==> src/rtl/line_pixel_generator_unit_macros.svh <==
// Assertion macros shared by the line pixel generator RTL.
`ifndef LINE_PIXEL_GENERATOR_UNIT_MACROS_SVH
`define LINE_PIXEL_GENERATOR_UNIT_MACROS_SVH

// Same-cycle implication, checked outside reset.
`define LPG_ASSERT_NOW(label, clk, rst, ante, cons) \
   label: assert property (@(posedge clk) disable iff (rst) (ante) |-> (cons)) \
      else $error("line pixel generator check failed");

// Next-cycle implication, checked outside reset.
`define LPG_ASSERT_NEXT(label, clk, rst, ante, cons) \
   label: assert property (@(posedge clk) disable iff (rst) (ante) |=> (cons)) \
      else $error("line pixel generator check failed");

`endif

==> src/rtl/lpg_pkg.sv <==
// Shared types and constants of the line pixel generator.
package lpg_pkg;

   // Coordinate width used inside the block, and the fixed port width.
   localparam int COORD_BITS = 6;
   localparam int PORT_BITS  = 6;
   // Decision term needs room for twice a span plus a sign.
   localparam int DEC_BITS   = COORD_BITS + 3;

   typedef logic [COORD_BITS-1:0]      coord_type;
   typedef logic signed [DEC_BITS-1:0] dec_type;

   // Walk parameters worked out from one pair of endpoints.
   typedef struct packed {
      coord_type major_start;
      coord_type minor_start;
      coord_type span;
      dec_type   decision;
      dec_type   step_straight;
      dec_type   step_diagonal;
      logic      swap;
      logic      major_dec;
      logic      minor_dec;
   } lpg_init_type;

   // One pixel as presented by the walker.
   typedef struct packed {
      coord_type x;
      coord_type y;
      logic      last;
   } lpg_pixel_type;

   // Sequencer commands to the walker.
   typedef struct packed {
      logic load;
      logic advance;
   } lpg_walk_ctrl_type;

endpackage

==> src/rtl/lpg_setup.sv <==
// Endpoint ordering, octant folding and Bresenham term setup.
module lpg_setup (
   input  lpg_pkg::coord_type    x0,
   input  lpg_pkg::coord_type    y0,
   input  lpg_pkg::coord_type    x1,
   input  lpg_pkg::coord_type    y1,
   output lpg_pkg::lpg_init_type init
);
   import lpg_pkg::*;

   logic      straight;
   logic      vert;
   logic      order_swap;
   coord_type ax0, ay0, ax1, ay1;
   logic      falling;
   coord_type adx, ady;
   logic      steep;
   coord_type lo, hi;
   coord_type dmaj, dmin;
   dec_type   dmaj_s, dmin_s;

   always_comb begin
      straight = (x0 == x1) || (y0 == y1);
      vert     = (x0 == x1);

      // Order the endpoints so that x rises.
      order_swap = x0 > x1;
      ax0 = order_swap ? x1 : x0;
      ay0 = order_swap ? y1 : y0;
      ax1 = order_swap ? x0 : x1;
      ay1 = order_swap ? y0 : y1;

      // Spans of the general line after the y mirror.
      falling = ay0 > ay1;
      adx     = ax1 - ax0;
      ady     = falling ? (ay0 - ay1) : (ay1 - ay0);
      steep   = ady > adx;

      // Bounds of a straight line along its varying axis.
      if (vert) begin
         lo = (y0 < y1) ? y0 : y1;
         hi = (y0 < y1) ? y1 : y0;
      end else begin
         lo = (x0 < x1) ? x0 : x1;
         hi = (x0 < x1) ? x1 : x0;
      end

      if (straight) begin
         // A straight line never takes a minor step: its decision stays at minus the span, never positive.
         init.swap        = vert;
         init.major_dec   = 1'b0;
         init.minor_dec   = 1'b0;
         init.major_start = lo;
         init.minor_start = vert ? x0 : y0;
         dmaj             = hi - lo;
         dmin             = '0;
      end else begin
         init.swap        = steep;
         init.major_dec   = steep & falling;
         init.minor_dec   = ~steep & falling;
         init.major_start = steep ? ay0 : ax0;
         init.minor_start = steep ? ax0 : ay0;
         dmaj             = steep ? ady : adx;
         dmin             = steep ? adx : ady;
      end

      dmaj_s = signed'({{(DEC_BITS-COORD_BITS){1'b0}}, dmaj});
      dmin_s = signed'({{(DEC_BITS-COORD_BITS){1'b0}}, dmin});

      init.span          = dmaj;
      init.step_straight = dmin_s <<< 1;
      init.step_diagonal = (dmin_s - dmaj_s) <<< 1;
      init.decision      = (dmin_s <<< 1) - dmaj_s;
   end

endmodule

==> src/rtl/lpg_walker.sv <==
// Bresenham stepping unit: one shared decision adder, one pixel per step.
module lpg_walker (
   input  logic                       clock,
   input  logic                       reset,
   input  lpg_pkg::lpg_walk_ctrl_type ctrl,
   input  lpg_pkg::lpg_init_type      init,
   output lpg_pkg::lpg_pixel_type     pixel
);
   import lpg_pkg::*;

   coord_type major_ff, major_in;
   coord_type minor_ff, minor_in;
   coord_type count_ff, count_in;
   dec_type   decision_ff, decision_in;
   dec_type   step_straight_ff, step_straight_in;
   dec_type   step_diagonal_ff, step_diagonal_in;
   logic      swap_ff, swap_in;
   logic      major_dec_ff, major_dec_in;
   logic      minor_dec_ff, minor_dec_in;

   dec_type   dec_sum;
   logic      go_diag;
   logic      last;

   // Current pixel mapped back to screen axes.
   always_comb begin
      last        = (count_ff == '0);
      pixel.last  = last;
      pixel.x     = swap_ff ? minor_ff : major_ff;
      pixel.y     = swap_ff ? major_ff : minor_ff;
   end

   // Shared adder: the decision picks which increment it takes.
   always_comb begin
      go_diag = ~decision_ff[DEC_BITS-1];
      dec_sum = decision_ff + (go_diag ? step_diagonal_ff : step_straight_ff);
   end

   // Next state: load a new walk, or take one step.
   always_comb begin
      major_in         = major_ff;
      minor_in         = minor_ff;
      count_in         = count_ff;
      decision_in      = decision_ff;
      step_straight_in = step_straight_ff;
      step_diagonal_in = step_diagonal_ff;
      swap_in          = swap_ff;
      major_dec_in     = major_dec_ff;
      minor_dec_in     = minor_dec_ff;
      if (ctrl.load) begin
         major_in         = init.major_start;
         minor_in         = init.minor_start;
         count_in         = init.span;
         decision_in      = init.decision;
         step_straight_in = init.step_straight;
         step_diagonal_in = init.step_diagonal;
         swap_in          = init.swap;
         major_dec_in     = init.major_dec;
         minor_dec_in     = init.minor_dec;
      end else if (ctrl.advance && !last) begin
         major_in    = major_dec_ff ? (major_ff - coord_type'(1))
                                    : (major_ff + coord_type'(1));
         count_in    = count_ff - coord_type'(1);
         decision_in = dec_sum;
         if (go_diag) begin
            minor_in = minor_dec_ff ? (minor_ff - coord_type'(1))
                                    : (minor_ff + coord_type'(1));
         end
      end
   end

   // Walk registers; the step terms are payload and need no reset.
   always_ff @(posedge clock) begin
      if (reset) begin
         major_ff     <= '0;
         minor_ff     <= '0;
         count_ff     <= '0;
         decision_ff  <= '0;
         swap_ff      <= 1'b0;
         major_dec_ff <= 1'b0;
         minor_dec_ff <= 1'b0;
      end else begin
         major_ff     <= major_in;
         minor_ff     <= minor_in;
         count_ff     <= count_in;
         decision_ff  <= decision_in;
         swap_ff      <= swap_in;
         major_dec_ff <= major_dec_in;
         minor_dec_ff <= minor_dec_in;
      end
   end

   always_ff @(posedge clock) begin
      step_straight_ff <= step_straight_in;
      step_diagonal_ff <= step_diagonal_in;
   end

endmodule

==> src/rtl/line_pixel_generator_unit.sv <==
// Top level of the line pixel generator: sequencer, endpoint capture, result register.
//
//   channel | direction | handshake          | payload
//   req     | in        | req_valid/req_stall | req_start_x, req_start_y, req_end_x, req_end_y
//   rsp     | out       | rsp_valid/rsp_stall | rsp_pixel_x, rsp_pixel_y, rsp_last_pixel
//
// A line of N pixels (N = major span + 1, up to 64) occupies the block while it captures the
// endpoints, sets up the walker and then registers each pixel in turn.
// The walker's single decision adder gives one pixel per cycle unless the output stalls.
// Reset is synchronous and active high; it empties the result register and idles the block.
// An output stall freezes the walker; req_stall stays high until the last pixel is registered.
module line_pixel_generator_unit (
   input  logic                      clock,
   input  logic                      reset,
   input  logic                      req_valid,
   output logic                      req_stall,
   input  logic [lpg_pkg::PORT_BITS-1:0] req_start_x,
   input  logic [lpg_pkg::PORT_BITS-1:0] req_start_y,
   input  logic [lpg_pkg::PORT_BITS-1:0] req_end_x,
   input  logic [lpg_pkg::PORT_BITS-1:0] req_end_y,
   output logic                      rsp_valid,
   input  logic                      rsp_stall,
   output logic [lpg_pkg::PORT_BITS-1:0] rsp_pixel_x,
   output logic [lpg_pkg::PORT_BITS-1:0] rsp_pixel_y,
   output logic                      rsp_last_pixel
);
   import lpg_pkg::*;
   `include "line_pixel_generator_unit_macros.svh"

   localparam logic [1:0] ST_IDLE  = 2'd0;
   localparam logic [1:0] ST_SETUP = 2'd1;
   localparam logic [1:0] ST_WALK  = 2'd2;

   logic [1:0]        state_ff, state_in;
   coord_type         x0_ff, y0_ff, x1_ff, y1_ff;
   logic              rsp_valid_ff, rsp_valid_in;
   coord_type         rsp_x_ff, rsp_y_ff;
   logic              rsp_last_ff;
   logic              req_take;
   logic              slot_free;
   logic              emit;
   lpg_init_type      init;
   lpg_pixel_type     pixel;
   lpg_walk_ctrl_type walk_ctrl;

   lpg_setup u_setup (
      .x0   (x0_ff),
      .y0   (y0_ff),
      .x1   (x1_ff),
      .y1   (y1_ff),
      .init (init)
   );

   lpg_walker u_walker (
      .clock (clock),
      .reset (reset),
      .ctrl  (walk_ctrl),
      .init  (init),
      .pixel (pixel)
   );

   // Handshake decode.
   always_comb begin
      req_stall = (state_ff != ST_IDLE);
      req_take  = req_valid && !req_stall;
      slot_free = !rsp_valid_ff || !rsp_stall;
      emit      = (state_ff == ST_WALK) && slot_free;
      walk_ctrl.load    = (state_ff == ST_SETUP);
      walk_ctrl.advance = emit;
   end

   // Sequencer.
   always_comb begin
      state_in = state_ff;
      unique case (state_ff)
         ST_IDLE: begin
            if (req_take) begin
               state_in = ST_SETUP;
            end
         end
         ST_SETUP: begin
            state_in = ST_WALK;
         end
         ST_WALK: begin
            if (emit && pixel.last) begin
               state_in = ST_IDLE;
            end
         end
         default: begin
            state_in = ST_IDLE;
         end
      endcase
   end

   // Result register valid: set on a new pixel, cleared once the pixel is taken downstream.
   always_comb begin
      if (emit) begin
         rsp_valid_in = 1'b1;
      end else if (!rsp_stall) begin
         rsp_valid_in = 1'b0;
      end else begin
         rsp_valid_in = rsp_valid_ff;
      end
   end

   always_ff @(posedge clock) begin
      if (reset) begin
         state_ff     <= ST_IDLE;
         rsp_valid_ff <= 1'b0;
      end else begin
         state_ff     <= state_in;
         rsp_valid_ff <= rsp_valid_in;
      end
   end

   // Endpoint capture, masked to the working coordinate width.
   always_ff @(posedge clock) begin
      if (req_take) begin
         x0_ff <= req_start_x[COORD_BITS-1:0];
         y0_ff <= req_start_y[COORD_BITS-1:0];
         x1_ff <= req_end_x[COORD_BITS-1:0];
         y1_ff <= req_end_y[COORD_BITS-1:0];
      end
   end

   // Result payload.
   always_ff @(posedge clock) begin
      if (emit) begin
         rsp_x_ff    <= pixel.x;
         rsp_y_ff    <= pixel.y;
         rsp_last_ff <= pixel.last;
      end
   end

   assign rsp_valid      = rsp_valid_ff;
   assign rsp_pixel_x    = PORT_BITS'(rsp_x_ff);
   assign rsp_pixel_y    = PORT_BITS'(rsp_y_ff);
   assign rsp_last_pixel = rsp_last_ff;

   // An accepted transaction always goes to walker setup.
   `LPG_ASSERT_NEXT(a_take_to_setup, clock, reset, req_take, state_ff == ST_SETUP)
   // Registering the final pixel returns the sequencer to idle with the mark set.
   `LPG_ASSERT_NEXT(a_last_to_idle, clock, reset, emit && pixel.last,
                    (state_ff == ST_IDLE) && rsp_valid_ff && rsp_last_ff)
   // A new result only appears out of the walking state.
   `LPG_ASSERT_NOW(a_rsp_from_walk, clock, reset, $rose(rsp_valid_ff),
                   $past(state_ff) == ST_WALK)

endmodule
==> config.mk <==
export PLATFORM = sky130hd
export DESIGN_NAME = line_pixel_generator_unit
export DESIGN_NICKNAME = d
export VERILOG_FILES = /design/src/rtl/lpg_pkg.sv /design/src/rtl/lpg_setup.sv /design/src/rtl/lpg_walker.sv /design/src/rtl/line_pixel_generator_unit.sv
export VERILOG_INCLUDE_DIRS = /design/src /design/src/rtl
export SDC_FILE = /design/constraint.sdc
export NUM_CORES = 1
export LEC_CHECK = 0
export BUFFER_PORTS_ARGS = -buffer_cell sky130_fd_sc_hd__clkbuf_2
export CAP_MARGIN = 20
export CORE_MARGIN = 10
export CORE_UTILIZATION = 50
export CTS_BUF_LIST = sky130_fd_sc_hd__clkbuf_8
export DETAILED_ROUTE_END_ITERATION = 10
export PLACE_DENSITY_LB_ADDON = 0.12
export SYNTH_ARGS = -nofsm -noshare
export SYNTH_HDL_FRONTEND = slang
export SYNTH_HIERARCHICAL = 1
export SYNTH_SLANG_ARGS = --single-unit
==> constraint.sdc <==
create_clock -name clock -period 11.2 [get_ports clock]
set_clock_uncertainty 0.15 [all_clocks]
set_input_delay 1.12 -clock clock [delete_from_list [all_inputs] [get_ports clock]]
set_output_delay 1.12 -clock clock [all_outputs]
set_load 0.1 [all_outputs]
==> impl_metrics.ini, run 1 <==
[clock_network]
holdBufCountCts = 0
ctsHtreeMaxLevel = 3
cts_repair_resize_count = 0
cts_setup_buffers = 0
cts_made_buffers = 9
cts_sinks = 88
cts_tree = done
clockBufferDepth = 2
cts-root-buf = clkbuf_8
clk_pin_slew_ns = 0.10
clk_latency_ns = 0.38

[finish]
fin_nets = 924
drive_gt1_share_pct = 15.0
final_common_cell = nand2_1
area_growth_pct = 7.23
mostFrequentLayoutCells = 79 x nand2_1, 77 x nor2_1, 69 x a21oi_1
n_antenna_cell = 0

[worst_setup_path]
crit_type = register to register
arrival_ns = 7.89
rrSetupSlack_ns = 3.46
rr_startpoint = x0_ff[2]
rr_worst_depth = 27
cp_max_fo = 31
crit_path_start_kind = register
crit_required_ns = 11.35
end_kind = register
crit_start = x0_ff[2]

[status]
status = complete, no violations

[logic_synthesis]
yosysUniqueCellTypes = 86
syn_area_mm2 = 0.00722
ys_ff_latch = 88
syn_avg_cell_area_um2 = 8.83
ys_dominant_reg_cell = edfxtp_1
synth_edf_count = 55
yosysWarningCount = 6
netlist_instances = 818
ys_seq_area_share_pct = 32.0
synthArstFlopShare_pct = 0

[drt]
ant_nets = 0
via_per_inst = 5.98
drt-total-wl_um = 19000
via_count = 6101
drtIter0Drc = 546
drt_first_pass_iters = 5
wl_per_cell_um = 18.7
remaining_drc_errors = 0

[timing]
slew_headroom_pct = 40.9
worst_pin_slew_ns = 0.884
finalCritPeriodShare_pct = 69.1
hold_slack_ns = 0.353
min_period_ns = 7.74
maxSlewViolCount = 0
finalSetupViolCount = 0
hold_viol = 0
max_freq_ghz = 0.129
setup_tns_ns = 0
rsz0062_at_grt = no

[place]
place_hpwl_um = 14600
gp_congestion = 0.965
numPortBuffers = 42

[global_routing]
grt_pass1_wl_um = 30800
grt-ovfl-total = 0
grt_max_degree = 56
track_usage_pct = 19.1
antenna_found_initial = 0
first_global_vias = 5813

[floorplan]
die_w_um = 140
io_pins = 43
die_h_um = 140
start_util_pct = 51.6
rows = 43
die_area_mm2 = 0.0196
core_mm2 = 0.0140

[job]
cap_violations = 0

[hold_path]
hp-class = register to register
hold_start = u_walker/decision_ff[0]
hold_path_depth = 2
cells by family (layout without fill, tap and decap cells):
kind of cell | count (synthesis) | after routing | synth area share [%]
DFF | 88 | 88 | 32.0
buffers and inverters | 104 | 123 | 6.07
and+or+nand+nor | 241 | 241 | 15.8
other | 1 | 4 | 0.0519
xor gates and xnor gates | 32 | 32 | 4.18
AOI/OAI and AO/OA | 247 | 247 | 24.2
muxes | 44 | 44 | 6.53
adders and majority gates | 61 | 61 | 11.2
cell usage after synthesis (5+ instances only):
master / count / area [um^2]
mux2_2: 22 / 248
nor3_1: 14 / 70.1
mux2i_1: 21 / 210
a221oi_1: 12 / 105
and2_1: 6 / 37.5
a21oi_1: 70 / 350
nand2b_1: 7 / 43.8
o21ai_0: 38 / 190
a21o_1: 17 / 128
buf_1: 5 / 18.8
xnor2_1: 18 / 158
fa_1: 6 / 120
edfxtp_1: 55 / 1650
nor3b_1: 5 / 37.5
inv_1: 54 / 203
xor2_1: 12 / 105
clkbuf_1: 27 / 101
buf_2: 5 / 25.0
nand2_1: 79 / 297
o21a_1: 8 / 60.1
nor2_1: 77 / 289
nand3_1: 7 / 35.0
a221o_1: 8 / 80.1
and3_1: 5 / 31.3
dfxtp_1: 33 / 661
buf_4: 9 / 67.6
o211ai_1: 11 / 82.6
nor2b_1: 17 / 106
ha_1: 55 / 688
o22ai_1: 6 / 37.5
a211oi_1: 18 / 135
worst paths after layout:
kind	endpoint
setup reg to reg	u_walker/decision_ff[6]
hold reg to reg	u_walker/decision_ff[0]
hold / removal	u_walker/decision_ff[0]
setup / recovery	u_walker/decision_ff[6]
cell type report:
| class | instances | area, um^2 |
|---|---|---|
| Clock buffer | 9 | 124 |
| Clock inverter | 7 | 103 |
| Fill cell | 1299 | 6250 |
| Inverter | 57 | 214 |
| Multi-Input combinational cell | 629 | 4490 |
| Sequential cell | 88 | 2310 |
| Tap cell | 180 | 225 |
| Timing Repair Buffer | 50 | 270 |
routing by layer:
metal  vias to the layer above  global-route usage [%]  wire (um)
met3                        34                    2.97        898
li1                       3001                       -          -
met5                         -                       0          0
met2                       166                    30.1       8720
met1                      2900                    25.3       8850
met4                         0                    8.04        561
stage by stage:
step / util (%) / cell area [um^2] / std cells / worst slack (ns)
after global routing: 55.3 / 7740 / 1020 / 2.81
after CTS: 55.3 / 7740 / 1020 / 3.52
after global placement: 53.7 / 7510 / 1004 / 3.84
final: 55.3 / 7740 / 1020 / 3.46
after floorplan: - / 7230 / 821 / 4.42
after detailed placement: 53.7 / 7510 / 1004 / 3.53
flip-flops by register name, summed over array words and instances (netlist names), 6 cells and up:
signal / cells
u_walker/decision_ff: 9
u_walker/step_diagonal_ff: 9
u_walker/step_straight_ff: 9
rsp_pixel_x: 6
rsp_pixel_y: 6
u_walker/count_ff: 6
u_walker/major_ff: 6
u_walker/minor_ff: 6
x0_ff: 6
x1_ff: 6
y0_ff: 6
y1_ff: 6
worst max-delay path, cell delays in order (launching register included):
cell,delay (ns)
edfxtp_1,0.53
ha_1,0.41
and4_4,0.29
nand3_2,0.50
o21ai_2,0.22
a22oi_1,0.14
ha_1,0.25
o31ai_2,0.31
a21oi_2,0.12
o21ai_4,0.24
mux2i_2,0.41
xnor2_2,0.17
inv_2,0.07
ha_1,0.32
nand4_1,0.13
o21ai_2,0.64
nor2_1,0.09
a211oi_1,0.62
ha_1,0.41
a21o_1,0.20
a21oi_1,0.23
o21bai_1,0.09
a21oi_1,0.41
and3_1,0.22
a222oi_1,0.08
nand3_1,0.16
nor2_1,0.05
nor3_1,0.16
Power of run 1 is left out: the tool's default activity adds up to more than one toggle a clock period on the data nets, which glitch-free logic cannot reach.
==> run 2, diff against run 1 <==
Clock period 11.2 ns to 7.25 ns, I/O delays scaled along.
==> run 2 against run 1 <==
Clock-buffer cell count is the same. Highest routed layer unchanged. Non-clock buffer count grew 8. Die area did not move. Hold slack improved by 0.0020 ns. Sequential cell count unchanged. Cell count up 0.78%. Critical path depth up 2. Register-to-register slack worse by 3.1 ns. Global-route usage up 0.75 points.
==> impl_metrics.ini, run 2 (synthesized netlist as in run 1, its figures left out) <==
[floorplan]
start_util_pct = 51.6
core_mm2 = 0.0140
die_w_um = 140
io_pins = 43
die_h_um = 140
rows = 43
die_area_mm2 = 0.0196

[worst_setup_path]
rrSetupSlack_ns = 0.35
worst_path_largest_cell_delay_ns = 0.49
setup.worst_path.end = u_walker/decision_ff[7]
rr_endpoint = u_walker/decision_ff[7]
cp_max_fo = 21
rr_worst_depth = 29
cpMaxStageDelayCell = edfxtp_1
cp_num_buf_inv = 3
cp.depth = 29
crit_top_cell = ha_1
crit_start = x0_ff[4]
crit_type = register to register
rr_startpoint = x0_ff[4]
crit_required_ns = 7.39
end_kind = register
path_delay_family = compound AO/OA/AOI/OAI gates
arrival_ns = 7.04
crit_path_start_kind = register

[drt]
via_per_inst = 6.01
drt_first_pass_iters = 5
remaining_drc_errors = 0
ant_nets = 0
via_count = 6178
wl_per_cell_um = 19.3
drtIter0Drc = 398
drt-total-wl_um = 19900

[timing]
finalSetupViolCount = 0
min_period_ns = 6.90
worst_pin_slew_ns = 1.01
maxSlewViolCount = 0
slew_headroom_pct = 32.5
max_freq_ghz = 0.145
hold_viol = 0
finalCritPeriodShare_pct = 95.2

[global_routing]
grt_max_degree = 56
first_global_vias = 6053
grt_pass1_wl_um = 31800
grt-ovfl-total = 0
antenna_found_initial = 0
track_usage_pct = 19.8

[place]
dp_cells = 1010
numPortBuffers = 42
gp_congestion = 0.988
place_hpwl_um = 15100

[finish]
mostFrequentLayoutCells = 78 x nand2_1, 77 x nor2_1, 66 x a21oi_1
drive_gt1_share_pct = 16.9
final_common_cell = nand2_1
n_antenna_cell = 0
fin_cells = 1028
area_growth_pct = 8.54
fin_util_pct = 56.0
fin_nets = 932
top_regs = u_walker/decision_ff: 9 flops, u_walker/step_diagonal_ff: 9 flops, u_walker/step_straight_ff: 9 flops

[clock_network]
ctsHtreeMaxLevel = 3
cts_tree = done
cts-root-buf = clkbuf_8
holdBufCountCts = 0
clk_latency_ns = 0.39
clockBufferDepth = 2
cts_made_buffers = 9
cts_sinks = 88
clk_pin_slew_ns = 0.09

[hold_path]
hp-class = register to register
hold_start = u_walker/decision_ff[0]

[status]
status = complete, no violations

[job]
cap_violations = 0
## run 2: changes by cell type in the layout (fill, tap and decap cells not counted), moves of 2 or more
| cell | previous run | this run |
|---|---|---|
| inv_6 | 1 | 3 |
| a21oi_2 | 4 | 7 |
| ha_2 | 0 | 2 |
| a21oi_1 | 69 | 66 |
| buf_4 | 8 | 14 |
| ha_1 | 55 | 53 |
## run 2: cell type report
type | instances | area [um^2]
fill | 1309 | 6150
sequential | 88 | 2310
clock inverter | 7 | 76.3
tap | 180 | 225
inverter | 57 | 214
multi-input combinational | 629 | 4540
clock buffer | 9 | 124
timing repair buffer | 58 | 342
## run 2: layer usage
| layer | GRT usage [%] | wire length [um] |
|---|---|---|
| met1 | 24.7 | 8860 |
| met2 | 32.9 | 9510 |
| met5 | 0 | 0 |
| met3 | 3.82 | 911 |
| met4 | 7.93 | 578 |
## run 2: how the worst min path moves through the flow
stage	endpoint	cells after the start
after floorplan	u_walker/decision_ff[0]	2
after global placement	u_walker/decision_ff[0]	2
after detailed placement	u_walker/decision_ff[0]	2
after CTS	x0_ff[1]	1
after global routing	x1_ff[0]	1
final	u_walker/decision_ff[0]	2
## run 2: timing repair
item	4_1_cts	5_1_grt
endpoints found under the setup margin	0	4
hold endpoints to repair	0	0
buffers inserted	0	2
resized for setup	0	15
## run 2: metrics by stage
stage,hold slack (ns),instance area [um^2],setup WS [ns],setup TNS (ns)
global route,0.337,7840,-0.0426,-0.0850
global placement,0.331,7560,0.297,0
floorplan,0.313,7230,0.466,0
detailed placement,0.339,7560,0.198,0
CTS,0.329,7760,0.157,0
finish,0.355,7840,0.350,0
## run 2: worst reg2reg max path, delay by kind of cell (launching register included)
kind / cells / cell delay (ns)
AO/OA/AOI/OAI: 14 / 2.81
adder cells (fa/ha/maj): 4 / 1.30
AND/OR/NAND/NOR: 6 / 1.10
flip-flops: 1 / 0.49
buffers and inverters: 3 / 0.49
multiplexers: 1 / 0.32
XOR/XNOR: 1 / 0.15
Power of run 2 is left out for the same reason.
==> run 3, diff against run 2 <==
Clock period 7.25 ns to 6.6 ns, I/O delays scaled along.
==> run 3 against run 2 <==
Sequential share of layout area decreased by 2.0 points. Cell count increased by 4.9%. Sequential cell count unchanged. Global-route usage grew 0.31 points. Critical path depth grew 4. Hold slack worse by 0.072 ns. Non-clock buffer count rose by 50.
==> impl_metrics.ini, run 3 (synthesized netlist as in run 1, its figures left out) <==
[timing]
setup_tns_ns = 0
finalCritPeriodShare_pct = 96.6
max_freq_ghz = 0.157
finalSetupViolCount = 0
min_period_ns = 6.37
worst_pin_slew_ns = 1.04
maxSlewViolCount = 0
worst_slack_ns = 0.226
hold_slack_ns = 0.283
slew_headroom_pct = 30.7
hold_viol = 0

[drt]
via_per_inst = 6.03
drtIter0Drc = 550
remaining_drc_errors = 0
drt-total-wl_um = 20600
wl_per_cell_um = 19.1
via_count = 6499
drt_first_pass_iters = 5
ant_nets = 0

[global_routing]
antenna_found_initial = 0
grt-ovfl-total = 0
grt_pass1_wl_um = 32600
track_usage_pct = 20.2
first_global_vias = 6235
grt_max_degree = 56

[floorplan]
die_w_um = 140
rows = 43
io_pins = 43
core_mm2 = 0.0140
die_h_um = 140
die_area_mm2 = 0.0196
start_util_pct = 51.6

[clock_network]
clk_latency_ns = 0.39
clockBufferDepth = 2
cts_sinks = 88
holdBufCountCts = 0
cts_made_buffers = 9
cts_tree = done
cts-root-buf = clkbuf_8
clk_pin_slew_ns = 0.10
ctsHtreeMaxLevel = 3

[finish]
top_regs = u_walker/decision_ff: 9 flops, u_walker/step_diagonal_ff: 9 flops, u_walker/step_straight_ff: 9 flops
mostFrequentLayoutCells = 77 x nand2_1, 76 x nor2_1, 62 x a21oi_1, 62 x buf_4, 55 x edfxtp_1
area_growth_pct = 16.5
fin_nets = 982
n_antenna_cell = 0
fin_cells = 1078
drive_gt1_share_pct = 24.4
final_common_cell = nand2_1

[hold_path]
hp-class = input port to register
hold_start = req_end_y[1]

[worst_setup_path]
crit_type = register to register
rr_startpoint = x1_ff[2]
end_kind = register
crit_required_ns = 6.75
arrival_ns = 6.53
crit_start = x1_ff[2]
crit_path_start_kind = register
path_delay_family = compound AO/OA/AOI/OAI gates
cpMaxStageDelayCell = edfxtp_1
cp_num_buf_inv = 6
cp_max_fo = 13
worst_path_largest_cell_delay_ns = 0.43

[place]
gp_congestion = 0.980
numPortBuffers = 42
place_hpwl_um = 15400
dp_cells = 1044
post-place-ws_ns = -0.0975

[status]
status = complete, no violations

[job]
cap_violations = 0
-- run 3: changes by cell type in the layout (fill, tap and decap cells not counted), moves of 3 or more --
| cell | delta |
|---|---|
| buf_4 | +48 |
| a21oi_1 | -4 |
| ha_4 | +4 |
| inv_1 | -4 |
| inv_2 | +4 |
| a21oi_2 | +3 |
| buf_6 | +3 |
| ha_1 | -3 |
-- run 3: final cells by class --
| type | instances | area (um^2) |
|---|---|---|
| fillers | 1243 | 5580 |
| inverters | 57 | 214 |
| repair buffers | 108 | 721 |
| well taps | 180 | 225 |
| clock inverters | 7 | 124 |
| multi-input cells | 629 | 4690 |
| clock buffers | 9 | 124 |
| flip-flops and latches | 88 | 2310 |
-- run 3: worst paths after layout --
check	to	slack, ns	cells after the start
hold / removal	y1_ff[1]	0.28	1
hold reg to reg	u_walker/decision_ff[0]	0.35	2
setup reg to reg	u_walker/decision_ff[8]	0.23	33
setup / recovery	u_walker/decision_ff[8]	0.23	33
-- run 3: timing repair --
item,CTS,global route
gates resized for setup,6,38
endpoints found under the setup margin,3,10
pin swaps,1,16
buffers inserted,0,18
-- run 3: metal layers --
layer  share of wire (%)  global-route usage (%)  up-vias
met2                  48                    33.2      208
met4                 3.1                    8.48        0
met3                 5.0                    3.21       51
li1                    -                       -     3127
met5                   0                       0        -
met1                  44                    25.5     3113
-- run 3: stage by stage --
stage          cell area, um^2  util [%]
2_1_floorplan             7240         -
3_3_place_gp              7820      55.9
3_5_place_dp              7820      55.9
4_1_cts                   8100      57.9
5_1_grt                   8410      60.1
6_report                  8410      60.1
-- run 3: worst register-to-register path, delay by kind of cell, from the launching register on --
| kind | cells | cell delay (ns) |
|---|---|---|
| compound gates | 16 | 2.67 |
| flops | 1 | 0.43 |
| fa+ha+maj | 4 | 1.08 |
| buf+inv | 6 | 0.79 |
| mux | 1 | 0.31 |
| simple gates | 5 | 0.64 |
| xor+xnor | 1 | 0.16 |
Power of run 3 is left out for the same reason.
